**src/rtl/cst_pkg.sv**
```systemverilog
`timescale 1ns / 1ps
// Shared types and constants for the connection slot table.
// Used by cst_ctrl, cst_dp and connection_slot_table_unit; no dependencies.
package cst_pkg;

  localparam int unsigned POOL_ENTRIES = 16;
  localparam int unsigned IDX_W        = (POOL_ENTRIES > 1) ? $clog2(POOL_ENTRIES) : 1;

  localparam int unsigned HOST_W   = 64;
  localparam int unsigned PORT_W   = 16;
  localparam int unsigned HANDLE_W = 16;
  localparam int unsigned SLOT_W   = 4;
  localparam int unsigned TIME_W   = 32;
  localparam int unsigned KIND_W   = 4;

  localparam logic [TIME_W-1:0] IDLE_LIMIT_RST = 32'd60;

  typedef enum logic [1:0] {
    ACT_ACQUIRE = 2'd0,
    ACT_INSTALL = 2'd1,
    ACT_RELEASE = 2'd2,
    ACT_EVICT   = 2'd3
  } action_e;

  typedef enum logic [KIND_W-1:0] {
    KIND_CLOSE       = 4'd0,
    KIND_HIT         = 4'd1,
    KIND_RESERVED    = 4'd2,
    KIND_BYPASS      = 4'd3,
    KIND_INSTALLED   = 4'd4,
    KIND_RELEASED    = 4'd5,
    KIND_REL_UNKNOWN = 4'd6,
    KIND_EVICTED     = 4'd7,
    KIND_EVICT_NONE  = 4'd8
  } kind_e;

  typedef enum logic [2:0] {
    OP_NONE,
    OP_INVAL_CUR,
    OP_BUSY_CUR,
    OP_INVAL_OLD,
    OP_INSTALL,
    OP_RELEASE_CUR
  } slot_op_e;

  typedef enum logic [1:0] {
    HSEL_ZERO,
    HSEL_CUR,
    HSEL_REQ,
    HSEL_OLD
  } hsel_e;

  typedef enum logic [1:0] {
    SSEL_ZERO,
    SSEL_SCAN,
    SSEL_IDX,
    SSEL_OLD
  } ssel_e;

  typedef struct packed {
    logic     load_req;
    logic     scan_clr;
    logic     scan_inc;
    logic     old_track;
    slot_op_e op;
    logic     emit;
    kind_e    kind;
    hsel_e    hsel;
    ssel_e    ssel;
    logic     last;
  } cmd_t;

  typedef struct packed {
    action_e action;
    logic    cur_valid;
    logic    cur_match;
    logic    cur_expired;
    logic    cur_hmatch;
    logic    scan_last;
    logic    old_found;
    logic    install_ok;
    logic    out_free;
  } sts_t;

endpackage

```
**src/rtl/cst_dp.sv**
```systemverilog
`timescale 1ns / 1ps
// Datapath of the connection slot table: request and limit registers, slot storage,
// scan pointer, oldest-slot tracker and result register. Depends on cst_pkg.
module cst_dp (
  input  logic                              clk_i,
  input  logic                              rst_ni,
  input  cst_pkg::cmd_t                     cmd_i,
  output cst_pkg::sts_t                     sts_o,
  input  logic [1:0]                        action_i,
  input  logic [cst_pkg::HOST_W-1:0]        host_key_i,
  input  logic [cst_pkg::PORT_W-1:0]        port_i,
  input  logic [cst_pkg::HANDLE_W-1:0]      handle_i,
  input  logic [cst_pkg::SLOT_W-1:0]        slot_index_i,
  input  logic [cst_pkg::TIME_W-1:0]        now_seconds_i,
  input  logic                              cfg_we_i,
  input  logic [cst_pkg::TIME_W-1:0]        cfg_wdata_i,
  output logic                              out_valid_o,
  input  logic                              out_stall_i,
  output logic [cst_pkg::KIND_W-1:0]        kind_o,
  output logic [cst_pkg::HANDLE_W-1:0]      out_handle_o,
  output logic [cst_pkg::SLOT_W-1:0]        out_slot_o,
  output logic                              last_o
);

  localparam int unsigned N = cst_pkg::POOL_ENTRIES;
  localparam int unsigned W = cst_pkg::IDX_W;

  cst_pkg::action_e                 req_action_q;
  logic [cst_pkg::HOST_W-1:0]       req_host_q;
  logic [cst_pkg::PORT_W-1:0]       req_port_q;
  logic [cst_pkg::HANDLE_W-1:0]     req_handle_q;
  logic [cst_pkg::SLOT_W-1:0]       req_idx_q;
  logic [cst_pkg::TIME_W-1:0]       req_now_q;
  logic [cst_pkg::TIME_W-1:0]       limit_q;

  logic [N-1:0]                     valid_q;
  logic [N-1:0]                     busy_q;
  logic [cst_pkg::HOST_W-1:0]       host_q   [N];
  logic [cst_pkg::PORT_W-1:0]       port_q   [N];
  logic [cst_pkg::HANDLE_W-1:0]     handle_q [N];
  logic [cst_pkg::TIME_W-1:0]       time_q   [N];

  logic [W-1:0]                     scan_q;
  logic                             old_found_q;
  logic [W-1:0]                     old_idx_q;
  logic [cst_pkg::TIME_W-1:0]       old_time_q;
  logic [cst_pkg::HANDLE_W-1:0]     old_handle_q;

  logic                             out_valid_q;
  logic [cst_pkg::KIND_W-1:0]       kind_q;
  logic [cst_pkg::HANDLE_W-1:0]     out_handle_q;
  logic [cst_pkg::SLOT_W-1:0]       out_slot_q;
  logic                             last_q;

  logic [cst_pkg::HOST_W-1:0]       cur_host;
  logic [cst_pkg::PORT_W-1:0]       cur_port;
  logic [cst_pkg::HANDLE_W-1:0]     cur_handle;
  logic [cst_pkg::TIME_W-1:0]       cur_time;
  logic [cst_pkg::TIME_W-1:0]       cur_idle;
  logic                             cur_valid;
  logic                             cur_busy;
  logic                             install_ok;
  logic [W-1:0]                     inst_addr;
  logic                             old_better;
  logic [cst_pkg::HANDLE_W-1:0]     handle_sel;
  logic [W-1:0]                     slot_sel;

  // Current slot under the scan pointer
  assign cur_host   = host_q[scan_q];
  assign cur_port   = port_q[scan_q];
  assign cur_handle = handle_q[scan_q];
  assign cur_time   = time_q[scan_q];
  assign cur_valid  = valid_q[scan_q];
  assign cur_busy   = busy_q[scan_q];
  assign cur_idle   = (req_now_q > cur_time) ? (req_now_q - cur_time) : '0;

  assign install_ok = (32'(req_idx_q) < N);
  assign inst_addr  = W'(req_idx_q);
  assign old_better = cur_valid && !cur_busy && (cur_time < old_time_q);

  always_comb begin
    sts_o.action      = req_action_q;
    sts_o.cur_valid   = cur_valid;
    sts_o.cur_match   = cur_valid && !cur_busy && (cur_port == req_port_q) &&
                        (cur_host == req_host_q);
    sts_o.cur_expired = (cur_idle > limit_q);
    sts_o.cur_hmatch  = cur_valid && (cur_handle == req_handle_q);
    sts_o.scan_last   = (scan_q == W'(N - 1));
    sts_o.old_found   = old_found_q;
    sts_o.install_ok  = install_ok;
    sts_o.out_free    = !out_valid_q || !out_stall_i;
  end

  // Request capture and idle limit
  always_ff @(posedge clk_i) begin
    if (cmd_i.load_req) begin
      req_action_q <= cst_pkg::action_e'(action_i);
      req_host_q   <= host_key_i;
      req_port_q   <= port_i;
      req_handle_q <= handle_i;
      req_idx_q    <= slot_index_i;
      req_now_q    <= now_seconds_i;
    end
  end

  always_ff @(posedge clk_i or negedge rst_ni) begin
    if (!rst_ni) begin
      limit_q <= cst_pkg::IDLE_LIMIT_RST;
    end else if (cfg_we_i) begin
      limit_q <= cfg_wdata_i;
    end
  end

  // Scan pointer and oldest idle tracker
  always_ff @(posedge clk_i or negedge rst_ni) begin
    if (!rst_ni) begin
      scan_q      <= '0;
      old_found_q <= 1'b0;
    end else if (cmd_i.scan_clr) begin
      scan_q      <= '0;
      old_found_q <= 1'b0;
    end else begin
      if (cmd_i.scan_inc) begin
        scan_q <= scan_q + 1'b1;
      end
      if (cmd_i.old_track && old_better) begin
        old_found_q <= 1'b1;
      end
    end
  end

  always_ff @(posedge clk_i) begin
    if (cmd_i.scan_clr) begin
      old_time_q <= req_now_q;
    end else if (cmd_i.old_track && old_better) begin
      old_time_q   <= cur_time;
      old_idx_q    <= scan_q;
      old_handle_q <= cur_handle;
    end
  end

  // Slot flags
  always_ff @(posedge clk_i or negedge rst_ni) begin
    if (!rst_ni) begin
      valid_q <= '0;
      busy_q  <= '0;
    end else begin
      case (cmd_i.op)
        cst_pkg::OP_INVAL_CUR: begin
          valid_q[scan_q] <= 1'b0;
          busy_q[scan_q]  <= 1'b0;
        end
        cst_pkg::OP_BUSY_CUR: begin
          busy_q[scan_q] <= 1'b1;
        end
        cst_pkg::OP_INVAL_OLD: begin
          valid_q[old_idx_q] <= 1'b0;
          busy_q[old_idx_q]  <= 1'b0;
        end
        cst_pkg::OP_INSTALL: begin
          if (install_ok) begin
            valid_q[inst_addr] <= 1'b1;
            busy_q[inst_addr]  <= 1'b1;
          end
        end
        cst_pkg::OP_RELEASE_CUR: begin
          busy_q[scan_q] <= 1'b0;
        end
        default: ;
      endcase
    end
  end

  // Slot payload storage
  always_ff @(posedge clk_i) begin
    if (cmd_i.op == cst_pkg::OP_INSTALL && install_ok) begin
      host_q[inst_addr]   <= req_host_q;
      port_q[inst_addr]   <= req_port_q;
      handle_q[inst_addr] <= req_handle_q;
      time_q[inst_addr]   <= req_now_q;
    end else if (cmd_i.op == cst_pkg::OP_RELEASE_CUR) begin
      time_q[scan_q] <= req_now_q;
    end
  end

  // Result register
  always_comb begin
    case (cmd_i.hsel)
      cst_pkg::HSEL_CUR: handle_sel = cur_handle;
      cst_pkg::HSEL_REQ: handle_sel = req_handle_q;
      cst_pkg::HSEL_OLD: handle_sel = old_handle_q;
      default:           handle_sel = '0;
    endcase
    case (cmd_i.ssel)
      cst_pkg::SSEL_SCAN: slot_sel = scan_q;
      cst_pkg::SSEL_IDX:  slot_sel = inst_addr;
      cst_pkg::SSEL_OLD:  slot_sel = old_idx_q;
      default:            slot_sel = '0;
    endcase
  end

  always_ff @(posedge clk_i or negedge rst_ni) begin
    if (!rst_ni) begin
      out_valid_q <= 1'b0;
    end else if (cmd_i.emit) begin
      out_valid_q <= 1'b1;
    end else if (!out_stall_i) begin
      out_valid_q <= 1'b0;
    end
  end

  always_ff @(posedge clk_i) begin
    if (cmd_i.emit) begin
      kind_q       <= cmd_i.kind;
      out_handle_q <= handle_sel;
      out_slot_q   <= cst_pkg::SLOT_W'(slot_sel);
      last_q       <= cmd_i.last;
    end
  end

  assign out_valid_o  = out_valid_q;
  assign kind_o       = kind_q;
  assign out_handle_o = out_handle_q;
  assign out_slot_o   = out_slot_q;
  assign last_o       = last_q;

endmodule

```
**src/rtl/cst_ctrl.sv**
```systemverilog
`timescale 1ns / 1ps
// Sequencer of the connection slot table: walks the slot scans and issues
// datapath commands. Depends on cst_pkg.
module cst_ctrl (
  input  logic          clk_i,
  input  logic          rst_ni,
  input  logic          in_valid_i,
  output logic          in_stall_o,
  input  cst_pkg::sts_t sts_i,
  output cst_pkg::cmd_t cmd_o
);

  typedef enum logic [2:0] {
    ST_IDLE,
    ST_DISPATCH,
    ST_MATCH,
    ST_OLDEST,
    ST_RESOLVE,
    ST_RESERVE,
    ST_INSTALL,
    ST_FIND
  } state_e;

  state_e state_q, state_d;
  logic   in_stall_q;

  always_comb begin
    state_d         = state_q;
    cmd_o           = '0;
    cmd_o.op        = cst_pkg::OP_NONE;
    cmd_o.kind      = cst_pkg::KIND_CLOSE;
    cmd_o.hsel      = cst_pkg::HSEL_ZERO;
    cmd_o.ssel      = cst_pkg::SSEL_ZERO;

    unique case (state_q)
      ST_IDLE: begin
        if (in_valid_i && !in_stall_q) begin
          cmd_o.load_req = 1'b1;
          cmd_o.scan_clr = 1'b1;
          state_d        = ST_DISPATCH;
        end
      end

      ST_DISPATCH: begin
        case (sts_i.action)
          cst_pkg::ACT_ACQUIRE: state_d = ST_MATCH;
          cst_pkg::ACT_INSTALL: state_d = ST_INSTALL;
          default:              state_d = ST_FIND;
        endcase
      end

      // First pass: idle host/port match; expired matches are closed on the way
      ST_MATCH: begin
        if (sts_i.cur_match) begin
          if (sts_i.out_free) begin
            cmd_o.emit = 1'b1;
            cmd_o.hsel = cst_pkg::HSEL_CUR;
            cmd_o.ssel = cst_pkg::SSEL_SCAN;
            if (sts_i.cur_expired) begin
              cmd_o.kind = cst_pkg::KIND_CLOSE;
              cmd_o.op   = cst_pkg::OP_INVAL_CUR;
              if (sts_i.scan_last) begin
                cmd_o.scan_clr = 1'b1;
                state_d        = ST_OLDEST;
              end else begin
                cmd_o.scan_inc = 1'b1;
              end
            end else begin
              cmd_o.kind = cst_pkg::KIND_HIT;
              cmd_o.op   = cst_pkg::OP_BUSY_CUR;
              cmd_o.last = 1'b1;
              state_d    = ST_IDLE;
            end
          end
        end else if (sts_i.scan_last) begin
          cmd_o.scan_clr = 1'b1;
          state_d        = ST_OLDEST;
        end else begin
          cmd_o.scan_inc = 1'b1;
        end
      end

      // Second pass: first empty slot, else track the oldest idle slot
      ST_OLDEST: begin
        if (!sts_i.cur_valid) begin
          if (sts_i.out_free) begin
            cmd_o.emit = 1'b1;
            cmd_o.kind = cst_pkg::KIND_RESERVED;
            cmd_o.ssel = cst_pkg::SSEL_SCAN;
            cmd_o.last = 1'b1;
            state_d    = ST_IDLE;
          end
        end else begin
          cmd_o.old_track = 1'b1;
          if (sts_i.scan_last) begin
            state_d = ST_RESOLVE;
          end else begin
            cmd_o.scan_inc = 1'b1;
          end
        end
      end

      ST_RESOLVE: begin
        if (sts_i.out_free) begin
          cmd_o.emit = 1'b1;
          if (sts_i.old_found) begin
            cmd_o.kind = cst_pkg::KIND_CLOSE;
            cmd_o.hsel = cst_pkg::HSEL_OLD;
            cmd_o.ssel = cst_pkg::SSEL_OLD;
            cmd_o.op   = cst_pkg::OP_INVAL_OLD;
            state_d    = ST_RESERVE;
          end else begin
            cmd_o.kind = cst_pkg::KIND_BYPASS;
            cmd_o.last = 1'b1;
            state_d    = ST_IDLE;
          end
        end
      end

      ST_RESERVE: begin
        if (sts_i.out_free) begin
          cmd_o.emit = 1'b1;
          cmd_o.kind = cst_pkg::KIND_RESERVED;
          cmd_o.ssel = cst_pkg::SSEL_OLD;
          cmd_o.last = 1'b1;
          state_d    = ST_IDLE;
        end
      end

      ST_INSTALL: begin
        if (sts_i.out_free) begin
          cmd_o.emit = 1'b1;
          cmd_o.hsel = cst_pkg::HSEL_REQ;
          cmd_o.last = 1'b1;
          if (sts_i.install_ok) begin
            cmd_o.kind = cst_pkg::KIND_INSTALLED;
            cmd_o.ssel = cst_pkg::SSEL_IDX;
            cmd_o.op   = cst_pkg::OP_INSTALL;
          end else begin
            cmd_o.kind = cst_pkg::KIND_BYPASS;
          end
          state_d = ST_IDLE;
        end
      end

      // Handle search for release and evict; lowest matching slot wins
      ST_FIND: begin
        if (sts_i.cur_hmatch) begin
          if (sts_i.out_free) begin
            cmd_o.emit = 1'b1;
            cmd_o.hsel = cst_pkg::HSEL_REQ;
            cmd_o.ssel = cst_pkg::SSEL_SCAN;
            cmd_o.last = 1'b1;
            if (sts_i.action == cst_pkg::ACT_RELEASE) begin
              cmd_o.kind = cst_pkg::KIND_RELEASED;
              cmd_o.op   = cst_pkg::OP_RELEASE_CUR;
            end else begin
              cmd_o.kind = cst_pkg::KIND_EVICTED;
              cmd_o.op   = cst_pkg::OP_INVAL_CUR;
            end
            state_d = ST_IDLE;
          end
        end else if (sts_i.scan_last) begin
          if (sts_i.out_free) begin
            cmd_o.emit = 1'b1;
            cmd_o.hsel = cst_pkg::HSEL_REQ;
            cmd_o.last = 1'b1;
            cmd_o.kind = (sts_i.action == cst_pkg::ACT_RELEASE) ?
                         cst_pkg::KIND_REL_UNKNOWN : cst_pkg::KIND_EVICT_NONE;
            state_d    = ST_IDLE;
          end
        end else begin
          cmd_o.scan_inc = 1'b1;
        end
      end

      default: state_d = ST_IDLE;
    endcase
  end

  always_ff @(posedge clk_i or negedge rst_ni) begin
    if (!rst_ni) begin
      state_q    <= ST_IDLE;
      in_stall_q <= 1'b0;
    end else begin
      state_q    <= state_d;
      in_stall_q <= (state_d != ST_IDLE);
    end
  end

  assign in_stall_o = in_stall_q;

endmodule

```
**src/rtl/connection_slot_table_unit.sv**
```systemverilog
`timescale 1ns / 1ps
// Top level of the connection slot table: sequencer plus datapath.
// Depends on cst_pkg, cst_ctrl and cst_dp.

// Pooled connection slot table with POOL_ENTRIES (16) slots. Each request beat
// is worked on alone: the slot store has a single read port, and the sequencer
// walks it one slot per cycle unless a step that wants to emit is held by a
// result stall. Release and evict end on the first slot whose handle matches,
// or on the last slot when none does. Acquire runs a match pass (stopping on a
// hit), then, on a miss, an empty/oldest pass that stops at the first empty
// slot, then reports the oldest idle slot (a close beat, then a reserve beat)
// or a bypass. Every result beat goes through one output register; a stall on
// the result side holds the sequencer at the step that wants to emit, and an
// expired match is invalidated in the same step that emits its close beat.
// The input side is stalled from the accepting edge until the last result beat
// of that request is loaded into the output register, so a new request can be
// taken while that last beat waits.
// The idle limit (reset 60 s) is written through cfg_we_i/cfg_wdata_i and must
// only change while no request is in flight.
module connection_slot_table_unit (
  input  logic                         clk_i,
  input  logic                         rst_ni,
  // configuration
  input  logic                         cfg_we_i,
  input  logic [cst_pkg::TIME_W-1:0]   cfg_wdata_i,
  // request channel
  input  logic                         in_valid_i,
  output logic                         in_stall_o,
  input  logic [1:0]                   action_i,
  input  logic [cst_pkg::HOST_W-1:0]   host_key_i,
  input  logic [cst_pkg::PORT_W-1:0]   port_i,
  input  logic [cst_pkg::HANDLE_W-1:0] handle_i,
  input  logic [cst_pkg::SLOT_W-1:0]   slot_index_i,
  input  logic [cst_pkg::TIME_W-1:0]   now_seconds_i,
  // result channel
  output logic                         out_valid_o,
  input  logic                         out_stall_i,
  output logic [cst_pkg::KIND_W-1:0]   kind_o,
  output logic [cst_pkg::HANDLE_W-1:0] out_handle_o,
  output logic [cst_pkg::SLOT_W-1:0]   out_slot_o,
  output logic                         last_o
);

  cst_pkg::cmd_t cmd;
  cst_pkg::sts_t sts;

  // Sequencer: one scan step per cycle unless a step waits to emit, emits only into a free output register
  cst_ctrl u_ctrl (
    .clk_i      (clk_i),
    .rst_ni     (rst_ni),
    .in_valid_i (in_valid_i),
    .in_stall_o (in_stall_o),
    .sts_i      (sts),
    .cmd_o      (cmd)
  );

  // Slot store, scan pointer, oldest tracker and result register
  cst_dp u_dp (
    .clk_i         (clk_i),
    .rst_ni        (rst_ni),
    .cmd_i         (cmd),
    .sts_o         (sts),
    .action_i      (action_i),
    .host_key_i    (host_key_i),
    .port_i        (port_i),
    .handle_i      (handle_i),
    .slot_index_i  (slot_index_i),
    .now_seconds_i (now_seconds_i),
    .cfg_we_i      (cfg_we_i),
    .cfg_wdata_i   (cfg_wdata_i),
    .out_valid_o   (out_valid_o),
    .out_stall_i   (out_stall_i),
    .kind_o        (kind_o),
    .out_handle_o  (out_handle_o),
    .out_slot_o    (out_slot_o),
    .last_o        (last_o)
  );

`ifndef SYNTHESIS
  // A result beat is loaded only when the output register is empty or draining
  a_emit_free: assert property (@(posedge clk_i) disable iff (!rst_ni)
    cmd.emit |-> (!out_valid_o || !out_stall_i))
    else $error("result loaded over a held beat");

  // An accepted request closes the input side on the next cycle
  a_accept_stall: assert property (@(posedge clk_i) disable iff (!rst_ni)
    (in_valid_i && !in_stall_o) |=> in_stall_o)
    else $error("input side open while a request is in flight");

  // The final beat of a request reopens the input side
  a_last_reopen: assert property (@(posedge clk_i) disable iff (!rst_ni)
    (cmd.emit && cmd.last) |=> !in_stall_o)
    else $error("input side still stalled after the final beat");

  // No request is taken while the sequencer is loading a result
  a_no_overlap: assert property (@(posedge clk_i) disable iff (!rst_ni)
    cmd.emit |-> !cmd.load_req)
    else $error("request loaded while emitting");
`endif

endmodule
```
**config.mk**
```make
export PLATFORM = sky130hd
export DESIGN_NAME = connection_slot_table_unit
export DESIGN_NICKNAME = d
export VERILOG_FILES = /design/src/rtl/cst_pkg.sv /design/src/rtl/cst_dp.sv /design/src/rtl/cst_ctrl.sv /design/src/rtl/connection_slot_table_unit.sv
export SDC_FILE = /design/constraint.sdc
export NUM_CORES = 2
export LEC_CHECK = 0
export BUFFER_PORTS_ARGS = -buffer_cell sky130_fd_sc_hd__buf_2
export CAP_MARGIN = 0
export CORE_MARGIN = 5
export CORE_UTILIZATION = 62
export DETAILED_ROUTE_END_ITERATION = 7
export PLACE_DENSITY = 0.86
export SYNTH_ARGS = -nofsm -noshare
export SYNTH_HDL_FRONTEND = slang
export SYNTH_SLANG_ARGS = --single-unit
```
**constraint.sdc**
```tcl
create_clock -name clk_i -period 13.5 [get_ports clk_i]
set_input_delay 0.675 -clock clk_i [delete_from_list [all_inputs] [get_ports clk_i]]
set_output_delay 0.675 -clock clk_i [all_outputs]
set_load 0.01 [all_outputs]
```
# Word level (Yosys, flattened, before mapping)

Memory sizes are Yosys's and may differ from the RTL's.
Cells that the tools add are included.
W data, S select, Z words.

Order comparisons: 9
$add $sub $neg: 2
Equal/unequal tests: 25
Bitwise gates (word level): 10
Muxes and demuxes: 89
Reduce and logical (&&, ||, !) cells: 26

Operators with widths:

| kind                 | number |
|---|---|
| $mux W32             | 4 |
| $pmux W16 S3         | 2 |
| $mux W13             | 5 |
| $and A16 B16 Y16     | 4 |
| $eq A64 B64 Y1       | 1 |
| $gt A32 B32 Y1       | 2 |
| $pmux W16 S4         | 1 |
| $mux W3              | 16 |
| $or A16 B16 Y16      | 3 |
| $eq A16 B16 Y1       | 2 |
| $lt A32 B32 Y1       | 1 |
| $not A16 Y16         | 2 |
| $reduce_or A32 Y1    | 1 |
| $sub A32 B32 Y32     | 1 |
| $pmux W5 S6          | 1 |
| $mux W1              | 26 |
| $mux W2              | 11 |
| $mux W7              | 3 |
| $pmux W3 S7          | 1 |
| $mux W4              | 5 |
| $eq A3 B3 Y1 const B | 6 |
| $pmux W3 S6          | 1 |
| $lt A4 B5 Y1 const B | 3 |
| $demux W1 S4         | 3 |
| 27 further kinds     | 56 |

Logic and storage cells: 186
Memories kept: 4
RAM bits: 2048
Flip-flop bits (word level): 285
Output and inout bits: 27
Bits of input ports: 171

Memories:

| name          | words | width | read ports | clocked after memory_dff | write ports | RTL line     | RTL |
|---|---|---|---|---|---|---|---|
| u_dp.host_q   | 16    | 64    | 1          | 0                        | 1           | cst_dp.sv:38 | `logic [cst_pkg::HOST_W-1:0] host_q [N];` |
| u_dp.time_q   | 16    | 32    | 1          | 0                        | 1           | cst_dp.sv:41 | `logic [cst_pkg::TIME_W-1:0] time_q [N];` |
| u_dp.handle_q | 16    | 16    | 1          | 0                        | 1           | cst_dp.sv:40 | `logic [cst_pkg::HANDLE_W-1:0] handle_q [N];` |
| u_dp.port_q   | 16    | 16    | 1          | 0                        | 1           | cst_dp.sv:39 | `logic [cst_pkg::PORT_W-1:0] port_q [N];` |

# Logic depth before layout (Yosys ltp)

Depth after elaboration: 14
Mapped depth: 39

# Hierarchy

A second synthesis with hierarchy kept.

Cell total of the unflattened synthesis: 4730
Area total of the unflattened synthesis: 94041.4 um2

By module, submodules not included:

| module   | cells an instance | area each (um2) | instances |
|---|---|---|---|
| cst_dp   | 4630              | 93337.0         | 1 |
| cst_ctrl | 100               | 704.4           | 1 |

# Worst setup path after synthesis

No wires, ideal clock.

Path kind: register to register
From: register u_ctrl.state_q[1]
To: memory u_dp.handle_q[1][0] in the netlist's numbering, enable pin
Library setup time: 793 ps
Buffers on the path: 2
Arrival time: 10682 ps
Clock period less this slack: 11475 ps
Stages on the path, launching flop included: 8
Path slack: 2025 ps
Path through: dfrtp_1 > clkbuf_1 > inv_1 > nor2_1 > and3_1 > clkbuf_1 > nand2_1 > nor4_1

Cells in the longest elaborated chain, start to end: 5
Elaborated cells on any way between the ends: 8
Classes of those cells: 5 x eq/ne; 3 x mux

RTL lines:

| what                                                | RTL line        | RTL |
|---|---|---|
| start, declared                                     | cst_ctrl.sv:24  | `state_e state_q, state_d;` |
| start signal, assigned                              | cst_ctrl.sv:186 | `state_q <= state_d;` |
| $eq A3 B3 Y1 / $eq A3 B2 Y1 (equally long branches) | cst_ctrl.sv:35  | `unique case (state_q)` |
| $pmux W3 S4 (*)                                     | cst_ctrl.sv:35  |  |
| $eq A3 B3 Y1 (*)                                    | cst_dp.sv:176   | `if (cmd_i.op == cst_pkg::OP_INSTALL && install_ok) begin` |
| $mux W1 (*)                                         | cst_dp.sv:176   |  |
| $mux W1 (not written as such) (*)                   | cst_dp.sv:179   | `handle_q[inst_addr] <= req_handle_q;` |
| end, declared                                       | cst_dp.sv:40    |  |

Mark *: on every way between the ends. The rest lies on a longest branch, timed or not.

# Worst setup path after layout

From: register u_dp.scan_q[0]
To: register u_dp.old_time_q[0] in the netlist's numbering, data pin

Cells in the longest elaborated chain, start to end: 9
Elaborated cells on any way between the ends: 25
Classes of those cells: 1 x add/sub; 2 x order compare; 3 x eq/ne; 12 x mux; 4 x reduce/logical; 3 x memory

RTL lines:

| what                                                         | RTL line                     | RTL |
|---|---|---|
| start, declared                                              | cst_dp.sv:43                 | `logic [W-1:0] scan_q;` |
| start signal, assigned                                       | cst_dp.sv:124                | `scan_q <= scan_q + 1'b1;` |
| $mem_v2 Z16 W32 / $bmux W1 S4 (equally long branches)        | -                            |  |
| $sub A32 B32 Y32, or another cell as far along               | cst_dp.sv:75                 | `assign cur_idle = (req_now_q > cur_time) ? (req_now_q - cur_time) : '0;` |
| $mux W32 / $logic_not A1 Y1 (equally long branches)          | cst_dp.sv:75, cst_dp.sv:84   |  |
| $gt A32 B32 Y1 / $logic_and A1 B1 Y1 (equally long branches) | cst_dp.sv:86, cst_dp.sv:84   |  |
| $mux W2 / $logic_and A1 B1 Y1 (equally long branches)        | cst_ctrl.sv:59, cst_dp.sv:84 |  |
| $mux W2 / $logic_and A1 B1 Y1 (equally long branches)        | cst_ctrl.sv:55, cst_dp.sv:84 |  |
| $mux W2                                                      | cst_ctrl.sv:54               | `if (sts_i.cur_match) begin` |
| $pmux W1 S2                                                  | cst_ctrl.sv:35               |  |
| $mux W32 (*)                                                 | cst_dp.sv:133                | `if (cmd_i.scan_clr) begin` |
| end signal, assigned                                         | cst_dp.sv:134                | `old_time_q <= req_now_q;` |
| end signal, assigned                                         | cst_dp.sv:136                | `old_time_q <= cur_time;` |
| end, declared                                                | cst_dp.sv:46                 | `logic [cst_pkg::TIME_W-1:0] old_time_q;` |

Mark *: on every way between the ends. The rest lies on a longest branch, timed or not. The select of a mux whose other input is x is not followed.
A chain may end at the register's enable or synchronous reset.

==> results.md <==
- Area after DPL: roughly 97,000 µm²
- Synth Instances: 4,722
- Peak VDD IR: 0.000172 V
- Post-Route WL: 241,000 µm
- Synthesis Warnings: 0
- Fill count: 8,489
- CTS buffer count: 214
- Nature of the critical path startpoint: flip-flop
- Count leader, synth: edfxtp_1
- Avg WL per Cell: 33.1 µm
- Die height: roughly 400 µm
- DR DRC count: 1
- Seq/Total Area, Yosys: 0.744
- Max_cap viols: 0
- Clock sink count: approximately 2,300
- Hold Crit Class: in -> async
- Syn Area/Cell: 19.8 µm²
- Endpoints failing setup: 0
- Yosys reg bits: 2,333
- Drt first pass iters: 8
- Starting density of the core: 0.625
- Cell area after layout: between 100,000 and 150,000 µm²
- Top cell type by total area after synthesis: edfxtp_1
- Number of synthesized flops with an enable pin: 2,259
- Post-Route Skew: between 60 and 70 ps
- Vias: between 50,000 and 60,000
- Final count of hold timing violations: 0
- P per Cell Area: roughly 200 nW/µm²
- Final nets: 5,355
- Achievable clock frequency: 101 MHz
- # rows: 142
- Tmin final: 9940 ps
- I/O pin cnt: 198
- DP HPWL: 124,000 µm
- Post-synth top flop: edfxtp_1
- RSZ-0062 raised after global routing: false
- H-tree Lvls: 4
- Global-route wire length before repair: 349,000 µm
- Largest net degree at the start of global routing: approximately 140
- Total gr overflow: 0
- Placed insts: 6,812
- Area of the mapped netlist: 93,700 µm²
- Crit. End Element: flip-flop
- Clock slew at reported path FFs: 60 ps
- Final ANT Viol Nets: 0
- Routability cong.: 0.873
- Die X: roughly 400 µm
- Unique masters post-synth: 86
- Synth Net Count: 4,993
- Core Util, Final: 0.700
- Tot Pwr: 0.0210 W
- Post_cts resized: 0
- Failing checks: design-rule violations
- Worst Setup Path Type: reg -> reg
- Via density: roughly 6.9
- Slowest cell delay on critical path: roughly 870 ps
- Fin cells: 7,284
- Final period utilization: 0.736
- Clock tree from TritonCTS: built
- Max clock buf depth: 3
- CP arrival: 10,520 ps
- Status: complete, but fails checks
- Setup TNS: 0 ps
- Worst Tran Pin Value: 1160 ps
- Number of global-route vias before repair: ~52,000
- Port Buffers: slightly below 200
- Clk_lat worst skew: approximately 840 ps
- Reg-to-reg slack, setup: 3560 ps
- Crit path max fanout: 63
- GRT Util Overall: 0.304
- Slew Limit Fails: 0
- P&R area growth vs syn: 12.0%
- Req. time, crit path: 14,090 ps
- Relative slew margins: 0.224
- Leak pwr: 34.8 nW
- Core area: 150,000 µm²
- Commonest cells in the netlist: edfxtp_1 (2,259), mux4_2 (516), mux2i_1 (221)
- Top cells by area, synth: edfxtp_1 (72%), mux4_2 (12%), mux2i_1 (2.4%)
- Iter 0 DRT Violations: 7,621
- Antenna violations before repair: 5
- Slowest cell on crit path: dfrtp_4
- Async set-reset flop share out of synthesis: 0.0317
- Layout cells sized above 1: 0.228
- Die area: ~160,000 µm²
- Clock Root Buffer: clkbuf_16
- Most frequent CP cell: a221oi_1
- Synth top area share: 0.724
-- through the flow --
step,setup slack (ps),hold slack (ps)
final,3560,8.20
after global routing,2730,0.589
after CTS,3480,0.0806
after detailed placement,3550,478
after global placement,3730,469
after floorplan,2020,379
-- report_power, final --
part / leakage [nW] / total, W / internal [W] / switching (W)
Combinational: 10.0 / 0.00594 / 0.00257 / 0.00337
Clock: 3.46 / 0.00613 / 0.00343 / 0.00270
Sequential: 21.3 / 0.00893 / 0.00847 / 0.000461
-- kinds of logic (layout without fill, tap and decap cells) --
group,after synthesis,count (layout),share of synthesized area
DFF,2333,2333,0.744
buffers and inverters,342,886,0.0173
and+or+nand+nor,538,538,0.0270
other,0,2,0
xor gates and xnor gates,115,115,0.0107
adders and majority gates,100,100,0.0134
AOI/OAI and AO/OA,545,545,0.0386
muxes,749,749,0.149
-- state kept, by name (all words and copies together), names as in the netlist, 32 cells and up --
register,cells
u_dp.host_q,1024
u_dp.time_q,512
u_dp.handle_q,256
u_dp.port_q,256
u_dp.req_host_q,64
u_dp.limit_q,32
u_dp.old_time_q,32
u_dp.req_now_q,32
-- worst max-delay path, delay by kind of cell (launching register included) --
kind / cells / cell delay, ps
buf+inv: 4 / 1470
fa+ha+maj: 2 / 540
mux: 3 / 1500
simple gates: 6 / 1460
flops: 1 / 870
compound gates: 12 / 3780
-- worst paths after layout --
check,cells after the start,endpoint,start
max,27,u_dp.old_time_q[0],u_dp.scan_q[0]
min,1,u_dp.out_valid_o,rst_ni
max reg2reg,27,u_dp.old_time_q[0],u_dp.scan_q[0]
min reg2reg,1,u_dp.busy_q[3],u_dp.busy_q[3]
max in group asynchronous,1,u_dp.scan_q[0],rst_ni
min in group clk_i,1,u_dp.req_port_q[1],port_i[1]
-- timing repair --
| action | in CTS | in global routing |
|---|---|---|
| setup buffers | 0 | 0 |
| hold endpoints to repair | 71 | 1 |
| hold buffers | 71 | 1 |
-- layout make-up --
cell class                 count  area [µm²]  area share
antenna                        2        5.00   0.0000477
clock buffer                 256        5620      0.0535
clock inverter               142        1500      0.0142
inverter                     125         477     0.00454
multi-input combinational   2047       22600       0.216
sequential                  2333       69700       0.664
tap                         2016        2520      0.0240
timing repair buffer         363        2510      0.0240
-- layer usage --
metal | track usage | routed length [µm]
met1 | 0.397 | 82100
met2 | 0.501 | 120000
met5 | 0 | 26
met4 | 0.138 | 13000
met3 | 0.0647 | 26100
-- layout by cell type (no fill, tap or decap), drive strengths merged, types with 99 or more instances in the layout --
cell / n
a21oi: 105
buf: 291
clkbuf: 256
clkinv: 104
edfxtp: 2259
ha: 99
inv: 134
mux2i: 221
mux4: 516
nand2: 185
nor2: 154
o21ai: 144
(Power assumes the default switching activity.)
